[src/sv/hrtp_pkg.sv]
package hrtp_pkg;

    localparam int HEADER_BYTES = 12;
    localparam int QUEUE_DEPTH  = 4;

    localparam logic [7:0]  RTP_VERSION_BYTE = 8'h80;
    localparam logic [7:0]  FU_NRI_MASK      = 8'hE0;
    localparam logic [7:0]  FU_TYPE_MASK     = 8'h1F;
    localparam logic [7:0]  FU_A_TYPE        = 8'd28;
    localparam logic [13:0] MIN_PAYLOAD      = 14'd3;
    localparam logic [13:0] FU_BYTES         = 14'd2;

    typedef enum logic [1:0] {
        REG_PAYLOAD_TYPE = 2'd0,
        REG_SYNC_SOURCE  = 2'd1,
        REG_INIT_SEQ     = 2'd2,
        REG_MAX_PAYLOAD  = 2'd3
    } reg_index_t;

    typedef enum logic [3:0] {
        STEP_HDR_VER  = 4'd0,
        STEP_HDR_PT   = 4'd1,
        STEP_SEQ_HI   = 4'd2,
        STEP_SEQ_LO   = 4'd3,
        STEP_TS_3     = 4'd4,
        STEP_TS_2     = 4'd5,
        STEP_TS_1     = 4'd6,
        STEP_TS_0     = 4'd7,
        STEP_SSRC_3   = 4'd8,
        STEP_SSRC_2   = 4'd9,
        STEP_SSRC_1   = 4'd10,
        STEP_SSRC_0   = 4'd11,
        STEP_FU_IND   = 4'd12,
        STEP_FU_HDR   = 4'd13,
        STEP_DATA     = 4'd14
    } step_t;

    typedef struct packed {
        logic        has_header;
        logic        marker;
        logic        has_fu;
        logic        fu_start;
        logic        fu_end;
        logic        has_data;
        logic        last;
        logic [7:0]  unit_header;
        logic [15:0] seq_num;
        logic [31:0] stamp;
        logic [7:0]  data;
    } hrtp_cmd_t;

    typedef struct packed {
        logic [6:0]  payload_type;
        logic [31:0] sync_source;
    } hrtp_hdr_cfg_t;

endpackage

[src/sv/hrtp_front.sv]
module hrtp_front #(
    parameter int LENGTH_BITS = 24
) (
    input  logic              aclk,
    input  logic              aresetn,
    input  logic              in_valid,
    input  logic [7:0]        data_byte,
    input  logic              unit_start,
    input  logic [23:0]       unit_length,
    input  logic [31:0]       time_stamp,
    input  logic              frame_end,
    input  logic [13:0]       max_payload,
    input  logic              seq_load,
    input  logic [15:0]       seq_value,
    output logic              cmd_push,
    output hrtp_pkg::hrtp_cmd_t cmd
);
    import hrtp_pkg::*;

    localparam logic [23:0] LEN_MASK = 24'((64'd1 << LENGTH_BITS) - 64'd1);

    logic [15:0] seq_reg, seq_next;
    logic [23:0] bytes_left_reg, bytes_left_next;
    logic [13:0] pcount_reg, pcount_next;
    logic [7:0]  uheader_reg, uheader_next;
    logic        frag_reg, frag_next;
    logic [31:0] stamp_reg, stamp_next;
    logic        fend_reg, fend_next;

    logic [23:0] len;
    logic [13:0] lim;
    logic [13:0] lim_m2;
    logic        fits;
    logic        new_frag;
    logic        frag_end;
    logic [23:0] bl_dec;
    logic [13:0] pc_base;
    logic [13:0] pc_inc;
    logic        cont_last;

    assign len      = unit_length & LEN_MASK;
    assign lim      = (max_payload < MIN_PAYLOAD) ? MIN_PAYLOAD : max_payload;
    assign lim_m2   = lim - FU_BYTES;
    assign fits     = len <= {10'd0, lim};
    assign new_frag = frag_reg && (pcount_reg == 14'd0);
    assign frag_end = bytes_left_reg <= {10'd0, lim_m2};
    assign bl_dec   = bytes_left_reg - 24'd1;
    assign pc_base  = new_frag ? FU_BYTES : pcount_reg;
    assign pc_inc   = pc_base + 14'd1;
    assign cont_last = (bl_dec == 24'd0) || (frag_reg && (pc_inc >= lim));

    always_comb begin
        seq_next        = seq_reg;
        bytes_left_next = bytes_left_reg;
        pcount_next     = pcount_reg;
        uheader_next    = uheader_reg;
        frag_next       = frag_reg;
        stamp_next      = stamp_reg;
        fend_next       = fend_reg;
        cmd_push        = 1'b0;
        cmd             = '0;
        cmd.seq_num     = seq_reg;
        cmd.stamp       = stamp_reg;
        cmd.unit_header = uheader_reg;
        cmd.data        = data_byte;
        if (in_valid) begin
            if (unit_start) begin
                bytes_left_next = '0;
                pcount_next     = '0;
                frag_next       = 1'b0;
                if (len != 24'd0) begin
                    stamp_next      = time_stamp;
                    fend_next       = frame_end;
                    uheader_next    = data_byte;
                    bytes_left_next = len - 24'd1;
                    seq_next        = seq_reg + 16'd1;
                    cmd_push        = 1'b1;
                    cmd.has_header  = 1'b1;
                    cmd.stamp       = time_stamp;
                    cmd.unit_header = data_byte;
                    if (fits) begin
                        cmd.marker   = frame_end;
                        cmd.has_data = 1'b1;
                        cmd.last     = (len == 24'd1);
                        pcount_next  = 14'd1;
                    end else begin
                        frag_next    = 1'b1;
                        cmd.has_fu   = 1'b1;
                        cmd.fu_start = 1'b1;
                        pcount_next  = FU_BYTES;
                    end
                end
            end else if (bytes_left_reg != 24'd0) begin
                cmd_push        = 1'b1;
                cmd.has_header  = new_frag;
                cmd.marker      = frag_end && fend_reg;
                cmd.has_fu      = new_frag;
                cmd.fu_end      = frag_end;
                cmd.has_data    = 1'b1;
                cmd.last        = cont_last;
                bytes_left_next = bl_dec;
                pcount_next     = cont_last ? 14'd0 : pc_inc;
                if (new_frag) begin
                    seq_next = seq_reg + 16'd1;
                end
            end
        end
        if (seq_load) begin
            seq_next = seq_value;
        end
    end

    always_ff @(posedge aclk) begin
        if (!aresetn) begin
            seq_reg        <= '0;
            bytes_left_reg <= '0;
            pcount_reg     <= '0;
            uheader_reg    <= '0;
            frag_reg       <= 1'b0;
            stamp_reg      <= '0;
            fend_reg       <= 1'b0;
        end else begin
            seq_reg        <= seq_next;
            bytes_left_reg <= bytes_left_next;
            pcount_reg     <= pcount_next;
            uheader_reg    <= uheader_next;
            frag_reg       <= frag_next;
            stamp_reg      <= stamp_next;
            fend_reg       <= fend_next;
        end
    end

endmodule

[src/sv/hrtp_queue.sv]
module hrtp_queue (
    input  logic                aclk,
    input  logic                aresetn,
    input  logic                push,
    input  hrtp_pkg::hrtp_cmd_t din,
    output logic                full,
    input  logic                pop,
    output logic                not_empty,
    output hrtp_pkg::hrtp_cmd_t dout
);
    import hrtp_pkg::*;

    localparam int PTR_BITS = $clog2(QUEUE_DEPTH);
    localparam int CNT_BITS = $clog2(QUEUE_DEPTH + 1);

    hrtp_cmd_t             entries_reg [QUEUE_DEPTH];
    logic [PTR_BITS-1:0]   wr_ptr_reg, rd_ptr_reg;
    logic [CNT_BITS-1:0]   count_reg;

    assign full      = (count_reg == CNT_BITS'(QUEUE_DEPTH));
    assign not_empty = (count_reg != '0);
    assign dout      = entries_reg[rd_ptr_reg];

    always_ff @(posedge aclk) begin
        if (push) begin
            entries_reg[wr_ptr_reg] <= din;
        end
    end

    always_ff @(posedge aclk) begin
        if (!aresetn) begin
            wr_ptr_reg <= '0;
            rd_ptr_reg <= '0;
            count_reg  <= '0;
        end else begin
            if (push) begin
                wr_ptr_reg <= wr_ptr_reg + PTR_BITS'(1);
            end
            if (pop) begin
                rd_ptr_reg <= rd_ptr_reg + PTR_BITS'(1);
            end
            if (push && !pop) begin
                count_reg <= count_reg + CNT_BITS'(1);
            end else if (pop && !push) begin
                count_reg <= count_reg - CNT_BITS'(1);
            end
        end
    end

endmodule

[src/sv/hrtp_back.sv]
module hrtp_back (
    input  logic                   aclk,
    input  logic                   aresetn,
    input  logic                   head_valid,
    input  hrtp_pkg::hrtp_cmd_t    head,
    input  hrtp_pkg::hrtp_hdr_cfg_t hdr_cfg,
    output logic                   pop,
    output logic                   m_tvalid,
    input  logic                   m_tready,
    output logic [7:0]             m_tdata,
    output logic                   m_tuser,
    output logic                   m_tlast
);
    import hrtp_pkg::*;

    step_t      step_reg;
    logic       active_reg;
    logic       m_tvalid_reg;
    logic [7:0] m_tdata_reg;
    logic       m_tuser_reg;
    logic       m_tlast_reg;

    step_t      first_step;
    step_t      cur_step;
    step_t      step_next;
    logic       done;
    logic       load;
    logic       emit;
    logic [7:0] byte_out;

    assign first_step = head.has_header ? STEP_HDR_VER :
                        (head.has_fu ? STEP_FU_IND : STEP_DATA);
    assign cur_step   = active_reg ? step_reg : first_step;
    assign load       = !m_tvalid_reg || m_tready;
    assign emit       = head_valid && load;
    assign pop        = emit && done;

    always_comb begin
        case (cur_step)
            STEP_HDR_VER: byte_out = RTP_VERSION_BYTE;
            STEP_HDR_PT:  byte_out = {head.marker, hdr_cfg.payload_type};
            STEP_SEQ_HI:  byte_out = head.seq_num[15:8];
            STEP_SEQ_LO:  byte_out = head.seq_num[7:0];
            STEP_TS_3:    byte_out = head.stamp[31:24];
            STEP_TS_2:    byte_out = head.stamp[23:16];
            STEP_TS_1:    byte_out = head.stamp[15:8];
            STEP_TS_0:    byte_out = head.stamp[7:0];
            STEP_SSRC_3:  byte_out = hdr_cfg.sync_source[31:24];
            STEP_SSRC_2:  byte_out = hdr_cfg.sync_source[23:16];
            STEP_SSRC_1:  byte_out = hdr_cfg.sync_source[15:8];
            STEP_SSRC_0:  byte_out = hdr_cfg.sync_source[7:0];
            STEP_FU_IND:  byte_out = (head.unit_header & FU_NRI_MASK) | FU_A_TYPE;
            STEP_FU_HDR:  byte_out = (head.unit_header & FU_TYPE_MASK)
                                     | {head.fu_start, head.fu_end, 6'd0};
            STEP_DATA:    byte_out = head.data;
            default:      byte_out = '0;
        endcase
    end

    always_comb begin
        done      = 1'b0;
        step_next = step_t'(4'(cur_step) + 4'd1);
        case (cur_step)
            STEP_SSRC_0: begin
                step_next = head.has_fu ? STEP_FU_IND : STEP_DATA;
                done      = !head.has_fu && !head.has_data;
            end
            STEP_FU_HDR: begin
                step_next = STEP_DATA;
                done      = !head.has_data;
            end
            STEP_DATA: begin
                step_next = STEP_HDR_VER;
                done      = 1'b1;
            end
            default: begin
                done = 1'b0;
            end
        endcase
    end

    always_ff @(posedge aclk) begin
        if (!aresetn) begin
            active_reg   <= 1'b0;
            step_reg     <= STEP_HDR_VER;
            m_tvalid_reg <= 1'b0;
        end else begin
            if (load) begin
                m_tvalid_reg <= head_valid;
            end
            if (emit) begin
                active_reg <= !done;
                step_reg   <= step_next;
            end
        end
    end

    always_ff @(posedge aclk) begin
        if (emit) begin
            m_tdata_reg <= byte_out;
            m_tuser_reg <= (cur_step == STEP_HDR_VER);
            m_tlast_reg <= done && head.last;
        end
    end

    assign m_tvalid = m_tvalid_reg;
    assign m_tdata  = m_tdata_reg;
    assign m_tuser  = m_tuser_reg;
    assign m_tlast  = m_tlast_reg;

endmodule

[src/sv/h264_rtp_packetizer_core.sv]
// H.264 to RTP packetizer (single NAL unit packets and FU-A fragments).
// Input channel (s_): one NAL unit byte per item. s_tuser marks the first
// byte of a unit; with it, s_tdata also carries the unit length and the RTP
// timestamp, and s_tlast says the unit ends an access unit (sets the marker).
// Output channel (m_): one RTP packet byte per item, header first. m_tuser
// marks the first header byte of a packet and m_tlast its final byte.
// The APB port holds payload type, SSRC, initial sequence and payload limit;
// writing the initial sequence also loads the sequence counter. Registers are
// to be written by the user only while the block is idle; nothing checks it.
// An accepted byte passes through a queue entry and the output register before
// it reaches m_tdata. Each accepted byte yields one output byte, plus 12 bytes
// for an RTP header when it opens a packet and 2 FU bytes when that packet is
// a fragment; the first byte of a fragmented unit is carried only in the FU
// bytes, so it yields 14. The back end emits all bytes on one output byte path.
// A four-entry queue lets the input run up to four bytes ahead while a header
// goes out; s_tready falls once the queue is full. Reset empties the queue,
// clears the output valid and all unit state and restores register defaults.
// When the receiver stalls, the output byte holds, the queue fills and
// s_tready falls.
module h264_rtp_packetizer_core #(
    parameter int LENGTH_BITS = 24
) (
    input  logic        aclk,
    input  logic        aresetn,
    input  logic        s_tvalid,
    output logic        s_tready,
    input  logic [63:0] s_tdata,   // data_byte[7:0], unit_length[31:8], time_stamp[63:32]
    input  logic        s_tuser,   // unit_start
    input  logic        s_tlast,   // frame_end
    output logic        m_tvalid,
    input  logic        m_tready,
    output logic [7:0]  m_tdata,   // out_byte
    output logic        m_tuser,   // packet_first
    output logic        m_tlast,   // packet_last
    input  logic        psel,
    input  logic        penable,
    input  logic        pwrite,
    input  logic [3:0]  paddr,
    input  logic [31:0] pwdata,
    output logic [31:0] prdata,
    output logic        pready
);
    import hrtp_pkg::*;

    logic [6:0]  payload_type_reg;
    logic [31:0] sync_source_reg;
    logic [15:0] init_seq_reg;
    logic [13:0] max_payload_reg;

    reg_index_t    reg_sel;
    logic          cfg_write;
    logic          seq_load;
    logic          in_valid;
    logic          cmd_push;
    hrtp_cmd_t     cmd;
    logic          q_full;
    logic          q_not_empty;
    logic          q_pop;
    hrtp_cmd_t     q_head;
    hrtp_hdr_cfg_t hdr_cfg;

    assign pready    = 1'b1;
    assign reg_sel   = reg_index_t'(paddr[3:2]);
    assign cfg_write = psel && penable && pwrite && pready;
    assign seq_load  = cfg_write && (reg_sel == REG_INIT_SEQ);

    always_ff @(posedge aclk) begin
        if (!aresetn) begin
            payload_type_reg <= 7'd96;
            sync_source_reg  <= '0;
            init_seq_reg     <= '0;
            max_payload_reg  <= 14'd1400;
        end else if (cfg_write) begin
            case (reg_sel)
                REG_PAYLOAD_TYPE: payload_type_reg <= pwdata[6:0];
                REG_SYNC_SOURCE:  sync_source_reg  <= pwdata;
                REG_INIT_SEQ:     init_seq_reg     <= pwdata[15:0];
                REG_MAX_PAYLOAD:  max_payload_reg  <= pwdata[13:0];
                default:          payload_type_reg <= payload_type_reg;
            endcase
        end
    end

    always_comb begin
        case (reg_sel)
            REG_PAYLOAD_TYPE: prdata = {25'd0, payload_type_reg};
            REG_SYNC_SOURCE:  prdata = sync_source_reg;
            REG_INIT_SEQ:     prdata = {16'd0, init_seq_reg};
            REG_MAX_PAYLOAD:  prdata = {18'd0, max_payload_reg};
            default:          prdata = '0;
        endcase
    end

    assign s_tready = !q_full;
    assign in_valid = s_tvalid && s_tready;

    assign hdr_cfg.payload_type = payload_type_reg;
    assign hdr_cfg.sync_source  = sync_source_reg;

    hrtp_front #(
        .LENGTH_BITS(LENGTH_BITS)
    ) u_front (
        .aclk        (aclk),
        .aresetn     (aresetn),
        .in_valid    (in_valid),
        .data_byte   (s_tdata[7:0]),
        .unit_start  (s_tuser),
        .unit_length (s_tdata[31:8]),
        .time_stamp  (s_tdata[63:32]),
        .frame_end   (s_tlast),
        .max_payload (max_payload_reg),
        .seq_load    (seq_load),
        .seq_value   (pwdata[15:0]),
        .cmd_push    (cmd_push),
        .cmd         (cmd)
    );

    hrtp_queue u_queue (
        .aclk      (aclk),
        .aresetn   (aresetn),
        .push      (cmd_push),
        .din       (cmd),
        .full      (q_full),
        .pop       (q_pop),
        .not_empty (q_not_empty),
        .dout      (q_head)
    );

    hrtp_back u_back (
        .aclk       (aclk),
        .aresetn    (aresetn),
        .head_valid (q_not_empty),
        .head       (q_head),
        .hdr_cfg    (hdr_cfg),
        .pop        (q_pop),
        .m_tvalid   (m_tvalid),
        .m_tready   (m_tready),
        .m_tdata    (m_tdata),
        .m_tuser    (m_tuser),
        .m_tlast    (m_tlast)
    );

endmodule

[config.mk]
export PLATFORM = sky130hd
export DESIGN_NAME = h264_rtp_packetizer_core
export DESIGN_NICKNAME = d
export VERILOG_FILES = /design/src/sv/hrtp_pkg.sv /design/src/sv/hrtp_front.sv /design/src/sv/hrtp_queue.sv /design/src/sv/hrtp_back.sv /design/src/sv/h264_rtp_packetizer_core.sv
export SDC_FILE = /design/constraint.sdc
export NUM_CORES = 1
export LEC_CHECK = 0
export BUFFER_PORTS_ARGS = -buffer_cell sky130_fd_sc_hd__buf_2
export CAP_MARGIN = 10
export CORE_ASPECT_RATIO = 0.75
export CORE_MARGIN = 2
export CORE_UTILIZATION = 50
export CTS_CLUSTER_DIAMETER = 120
export DETAILED_ROUTE_END_ITERATION = 12
export GPL_TIMING_DRIVEN = 0
export PLACE_DENSITY = 0.82
export SETUP_SLACK_MARGIN = 0.4
export SLEW_MARGIN = 0
export SYNTH_ARGS = -nofsm -noshare
export SYNTH_HDL_FRONTEND = slang
export SYNTH_HIERARCHICAL = 1
export SYNTH_SLANG_ARGS = --single-unit
[constraint.sdc]
create_clock -name aclk -period 4.3 [get_ports aclk]
set_input_delay 0.86 -clock aclk [delete_from_list [all_inputs] [get_ports aclk]]
set_output_delay 0.86 -clock aclk [all_outputs]
set_load 0.02 [all_outputs]
======== Word level (Yosys, flattened, before mapping) ========
Memory sizes are Yosys's and may differ from the RTL's. A register that Yosys moved wholly into a read port is not among the register bits.
Index checks and enable logic that the tools add are counted.
W data, S select, Z words.
word-level totals
  register bits ........................... 188
  RAM bits ................................ 284
  bits of input ports ..................... 109
  output and inout port bits .............. 45
  word-level logic and storage cells ...... 149
  memories ................................ 1
memory list
  memory               words  bits a word  read ports  clocked after memory_dff  wr ports  RTL line          source
  u_queue.entries_reg  4      71           1           1                         1         hrtp_queue.sv:16  hrtp_cmd_t entries_reg [QUEUE_DEPTH];
cells by class
  $add $sub $neg .......................... 10
  $lt $le $gt $ge ......................... 4
  equality and inequality tests ........... 20
  mux-type cells .......................... 51
  bitwise gates (word level) .............. 1
  reduce and logical (&&, ||, !) cells .... 42
operators by type and width
  kind                     count
  $pmux W32 S4             1
  $pmux W8 S15             1
  $mux W16                 6
  $mux W32                 3
  $mux W14                 6
  $mux W24                 3
  $le A24 B14 Y1           2
  $reduce_bool A24 Y1      2
  $sub A24 B1 Y24 const B  2
  $eq A4 B4 Y1 const B     7
  $eq A24 B1 Y1 const B    1
  $logic_not A24 Y1        1
  $add A16 B1 Y16 const B  1
  $eq A4 B3 Y1 const B     4
  $mux W15                 1
  $mux W3                  5
  $add A14 B1 Y14 const B  1
  $ge A14 B14 Y1           1
  $logic_not A14 Y1        1
  $lt A14 B2 Y1 const B    1
  $mux W2                  7
  $sub A14 B2 Y14 const B  1
  $logic_and A1 B1 Y1      13
  $mux W4                  3
  25 further kinds         54

======== Longest topological paths before layout ========
  depth after elaboration ................. 10
  gate-level depth with buffers ........... 20
  gate-level depth less buffers ........... 19

======== Modules after synthesis ========
Netlist, hierarchy kept.
modules (own cells, without submodules)
  module                    times used  cells each  area each (um^2)  seq. area each (um^2)
  hrtp_queue                1           414         10767.8           8708.4
  hrtp_front                1           897         6837.8            1921.8
  h264_rtp_packetizer_core  1           322         3211.8            1381.3
  hrtp_back                 1           185         1545.2            420.4

======== Worst setup path after synthesis ========
Ideal clock, no wire load.
  path type ............................... in2reg
  from .................................... in s_tuser
  to ...................................... mem u_queue/entries_reg[0][0] (netlist name), enable pin
  library setup time ...................... 0.437 ns
  arrival time ............................ 3.845 ns
  data required time ...................... 3.863 ns
  setup slack ............................. 0.019 ns
  stages .................................. 7
  buffers on the path ..................... 3
  path through ............................ clkbuf_1 -> and2_1 -> clkbuf_1 -> o31ai_4 -> clkbuf_1 -> nand2_1 -> and2_1
between the ends
  cells in the longest elaborated chain, start to end .. 4
RTL lines
  what                           RTL line                        source
  start, declared                h264_rtp_packetizer_core.sv:28  input logic s_tuser,
  $mux W1                        hrtp_front.sv:67                if (unit_start) begin
  $mux W1                        hrtp_front.sv:66                if (in_valid) begin
  named net cmd_push             h264_rtp_packetizer_core.sv:54  logic cmd_push;
  $mux W1                        hrtp_queue.sv:25                if (push) begin
  $mux W1 (not written as such)  hrtp_queue.sv:26                entries_reg[wr_ptr_reg] <= din;
  end, declared                  hrtp_queue.sv:16
The timed path passes the listed nets, and every way through them passes these cells.

==> metrics.md <==
| Metric | Value |
|---|---|
| Outcome | finished, final reports clean |
| Kind of cell with the highest combined delay on the critical path | compound AO/OA/AOI/OAI gates |
| Clock Root Buffer | sky130_fd_sc_hd__clkbuf_16 |
| Count of endpoints failing setup in the final report | 0 |
| CP Class | reg2reg |
| Number of max-cap violations | 0 |
| Cell type contributing the most total cell area after synthesis | sky130_fd_sc_hd__edfxtp_1 |
| Setup repair after global routing missed its margin | false |
| Routed len/inst | 25.0 µm |
| CP endpoint | u_back/m_tdata[0] |
| Initial standard-cell utilization of the core | 50.3% |
| Yosys reg bits | 474 |
| Synth-to-Final Area Change | 15.8% |
| Cell depth of the worst setup path | 14 |
| I/O pins | 154 |
| DIE WIDTH | 248 µm |
| Skew-Pair Late Insertion Delay | 570 ps |
| Final Hold Vio Count | 0 |
| Max incr delay on CP | 610 ps |
| IO Port Bufs | 147 |
| Height of the chip | 187 µm |
| Placer Congestion | 0.995 |
| Max stage delay cell, worst path | sky130_fd_sc_hd__a211oi_1 |
| Sum of overflow across all layers after global routing | 0 |
| Register-to-Register Path Depth | 14 |
| Hold buffers post-CTS | 0 |
| Flip-flop count of the largest register, all copies and words added | 284 |
| Time the final worst path needs with I/O delays and setup | 4000 ps |
| Portion of synthesized cell area occupied by the leading cell type | 39.5% |
| Hold Path Stages | 2 |
| Nets in the synthesized netlist | 1986 |
| Kind of path behind the tightest hold check | reg2reg |
| Most used cell along the critical path | sky130_fd_sc_hd__buf_12 |
| Detailed placer's ending HPWL | 47500 µm |
| Pre-CTS WS | -858 ps |
| Clock skew after layout | 24.3 ps |
| CP required | 4570 ps |
| Worst-case register-to-register setup slack | 300 ps |
| Least setup slack across all paths after layout | 298 ps |
| Synth top area cells | sky130_fd_sc_hd__edfxtp_1 (39%), sky130_fd_sc_hd__dfxtp_1 (16%), sky130_fd_sc_hd__mux4_2 (7.8%) |
| Bufs and invs on worst path | 5 |
| Clock transition time at the flip-flop clock pins of the worst setup and hold paths | 70 ps |
| H-tree lvl count | 2 |
| Total Die Area | 46500 µm² |
| DRC viols | 0 |
| Total leakage power | 9.51 nW |
| Detailed-route vias per instance | 6.28 |
| CP arrival | 4270 ps |
| Yosys warnings | 6 |
| Final layout net count | 2211 |
| Number of flops mapped to enable cells by yosys | 294 |
| Length of the first detailed-routing pass in iterations | 6 |
| TritonCTS clock tree | done |
| Max-slew headroom | 43.4% |
| Peak supply drop | 0.470 mV |
| Number of clock sinks | 474 |
| Actual slew at the worst max-slew pin | 839 ps |
| Antenna-violating nets left | 0 |
| Buffer levels on the longest clock path | 3 |
| Fmax achieved | 250 MHz |
| Share of synthesized registers carrying an async set or reset | 0% |
| Period utilisation layout | 93.1% |
| Post-synth design cell area | 22400 µm² |
| Total CTS buffers | 46 |
| Post-Synthesis Mean Instance Area | 12.3 µm² |
| Share of synthesized area occupied by flip-flops and latches | 55.6% |
| Number of cell rows | 67 |
| End of the worst register-to-register path | u_back/m_tdata[0] |
| Number of design-rule violations left by the first detailed-router iteration | 2204 |
| Core area | 44400 µm² |
| Critical Path Source Type | flip-flop |
| Layout cell share with drive strength beyond 1 | 22.3% |
| Gr usage total | 28.2% |
| Detailed Route WL | 66700 µm |
| Final cell utilization of the core | 58.3% |
| Main synth FF type | sky130_fd_sc_hd__edfxtp_1 |
| Top fanout value on the critical path | 10 |
| Crit end category | flip-flop |
| Global-route wire length before repair | 98500 µm |
| Number of standard cells after synthesis | 1818 |
| Initial antenna violation count | 2 |
| Max-slew violation total from the final report | 0 |
| Total number of vias | 16800 |
| Cell breakdown of the critical path | buf_12 > buf_12 > mux4_2 > nor3_2 > a21o_1 > inv_2 > buf_4 > ha_1 > clkbuf_1 > a22oi_1 > nor2_1 > a221o_1 > a211oi_1 > nand3_1 |
| Via count of the first global-routing pass | 16100 |
| Post-synth cell types | 90 |
| Power density of the placed cells | 514 nW/µm² |
| Pin count of the biggest net entering global routing | 59 |
-- worst min-delay path by stage --
stage,to,start,slack [ps]
floorplan,init_seq_reg[0],init_seq_reg[0],430
global route,sync_source_reg[16],sync_source_reg[16],490
global placement,init_seq_reg[2],init_seq_reg[2],440
finish,init_seq_reg[13],init_seq_reg[13],460
detailed placement,init_seq_reg[2],init_seq_reg[2],450
CTS,init_seq_reg[2],init_seq_reg[2],460
-- repair_timing --
item	4_1_cts	5_1_grt
setup endpoints to repair	323	351
pin swaps	4	15
gates resized for setup	37	40
setup buffers	7	19
-- per-layer routing --
| metal | wire length (µm) | GRT usage, % |
|---|---|---|
| met2 | 28600 | 40.8 |
| met3 | 8580 | 7.62 |
| met4 | 2460 | 9.25 |
| met5 | 4 | 0 |
| met1 | 27000 | 41.3 |
-- kinds of logic (layout without fill, tap and decap cells) --
family                   after synthesis  count (layout)  share of synthesized area [%]
multiplexers                         154             154                           11.3
adder cells (fa/ha/maj)               59              59                           3.33
XOR/XNOR                              66              66                           2.58
buffers and inverters                140             402                           3.73
AO/OA/AOI/OAI                        283             283                           9.01
AND/OR/NAND/NOR                      641             641                           14.4
other                                  1               3                         0.0168
flip-flops                           474             474                           55.6
-- per-stage QoR --
| step | setup TNS, ps | hold WS, ps | power, mW | std cells | instance area (µm²) |
|---|---|---|---|---|---|
| final | 0 | 465 | 13.3 | 2668 | 25900 |
| after global routing | 0 | 488 | 13.7 | 2666 | 25900 |
| after CTS | 0 | 459 | 13.2 | 2647 | 25600 |
| after detailed placement | -145800 | 450 | 9.04 | 2555 | 24000 |
| after global placement | -326570 | 439 | 8.90 | 2551 | 23800 |
| after floorplan | 0 | 432 | 7.87 | 1818 | 22400 |
-- synth_stat cells (13+ instances only) --
library cell,n
sky130_fd_sc_hd__a21oi_1,50
sky130_fd_sc_hd__a22oi_1,32
sky130_fd_sc_hd__a32o_1,13
sky130_fd_sc_hd__and2_1,81
sky130_fd_sc_hd__buf_2,18
sky130_fd_sc_hd__clkbuf_1,53
sky130_fd_sc_hd__dfxtp_1,180
sky130_fd_sc_hd__edfxtp_1,294
sky130_fd_sc_hd__ha_1,58
sky130_fd_sc_hd__inv_1,36
sky130_fd_sc_hd__mux2i_1,69
sky130_fd_sc_hd__mux4_2,77
sky130_fd_sc_hd__nand2_1,280
sky130_fd_sc_hd__nand3_1,31
sky130_fd_sc_hd__nand4_1,19
sky130_fd_sc_hd__nor2_1,69
sky130_fd_sc_hd__nor2b_1,30
sky130_fd_sc_hd__nor3_1,30
sky130_fd_sc_hd__o21ai_0,63
sky130_fd_sc_hd__or3_1,14
sky130_fd_sc_hd__xnor2_1,39
sky130_fd_sc_hd__xor2_1,27
-- worst reg2reg max path, cell delays in order, from the launching register on --
cell	delay [ps]
sky130_fd_sc_hd__dfxtp_2	340
sky130_fd_sc_hd__buf_12	120
sky130_fd_sc_hd__buf_12	110
sky130_fd_sc_hd__mux4_2	560
sky130_fd_sc_hd__nor3_2	210
sky130_fd_sc_hd__a21o_1	180
sky130_fd_sc_hd__inv_2	70
sky130_fd_sc_hd__buf_4	140
sky130_fd_sc_hd__ha_1	190
sky130_fd_sc_hd__clkbuf_1	320
sky130_fd_sc_hd__a22oi_1	330
sky130_fd_sc_hd__nor2_1	90
sky130_fd_sc_hd__a221o_1	290
sky130_fd_sc_hd__a211oi_1	610
sky130_fd_sc_hd__nand3_1	150
-- cell type report --
type	count	area (µm²)
fill	3381	18500
inverter	36	139
tap	586	733
clock inverter	25	234
timing repair buffer	177	1040
antenna	2	5.00
sequential	474	12400
multi-input combinational	1204	9270
buffer	104	741
clock buffer	60	1270
-- layout by cell type (no fill, tap or decap), types with 31 or more instances in the layout --
cell type	Yosys	layout
sky130_fd_sc_hd__edfxtp_1	294	294
sky130_fd_sc_hd__nor2_1	69	64
sky130_fd_sc_hd__nand3_1	31	31
sky130_fd_sc_hd__xnor2_1	39	39
sky130_fd_sc_hd__mux2i_1	69	69
sky130_fd_sc_hd__mux4_2	77	77
sky130_fd_sc_hd__buf_4	11	38
sky130_fd_sc_hd__buf_2	18	164
sky130_fd_sc_hd__o21ai_0	63	62
sky130_fd_sc_hd__a21oi_1	50	48
sky130_fd_sc_hd__a22oi_1	32	32
sky130_fd_sc_hd__dfxtp_1	180	170
sky130_fd_sc_hd__clkbuf_16	0	47
sky130_fd_sc_hd__nand2_1	280	278
sky130_fd_sc_hd__clkbuf_1	53	56
sky130_fd_sc_hd__ha_1	58	53
sky130_fd_sc_hd__and2_1	81	76
-- power by group --
part | leakage, nW | internal, mW | switching, mW | total [mW]
Combinational | 4.56 | 1.31 | 2.16 | 3.47
Clock | 0.730 | 2.34 | 1.73 | 4.07
Sequential | 4.22 | 5.48 | 0.288 | 5.77
No activity file was read; power rests on OpenSTA's default activity.
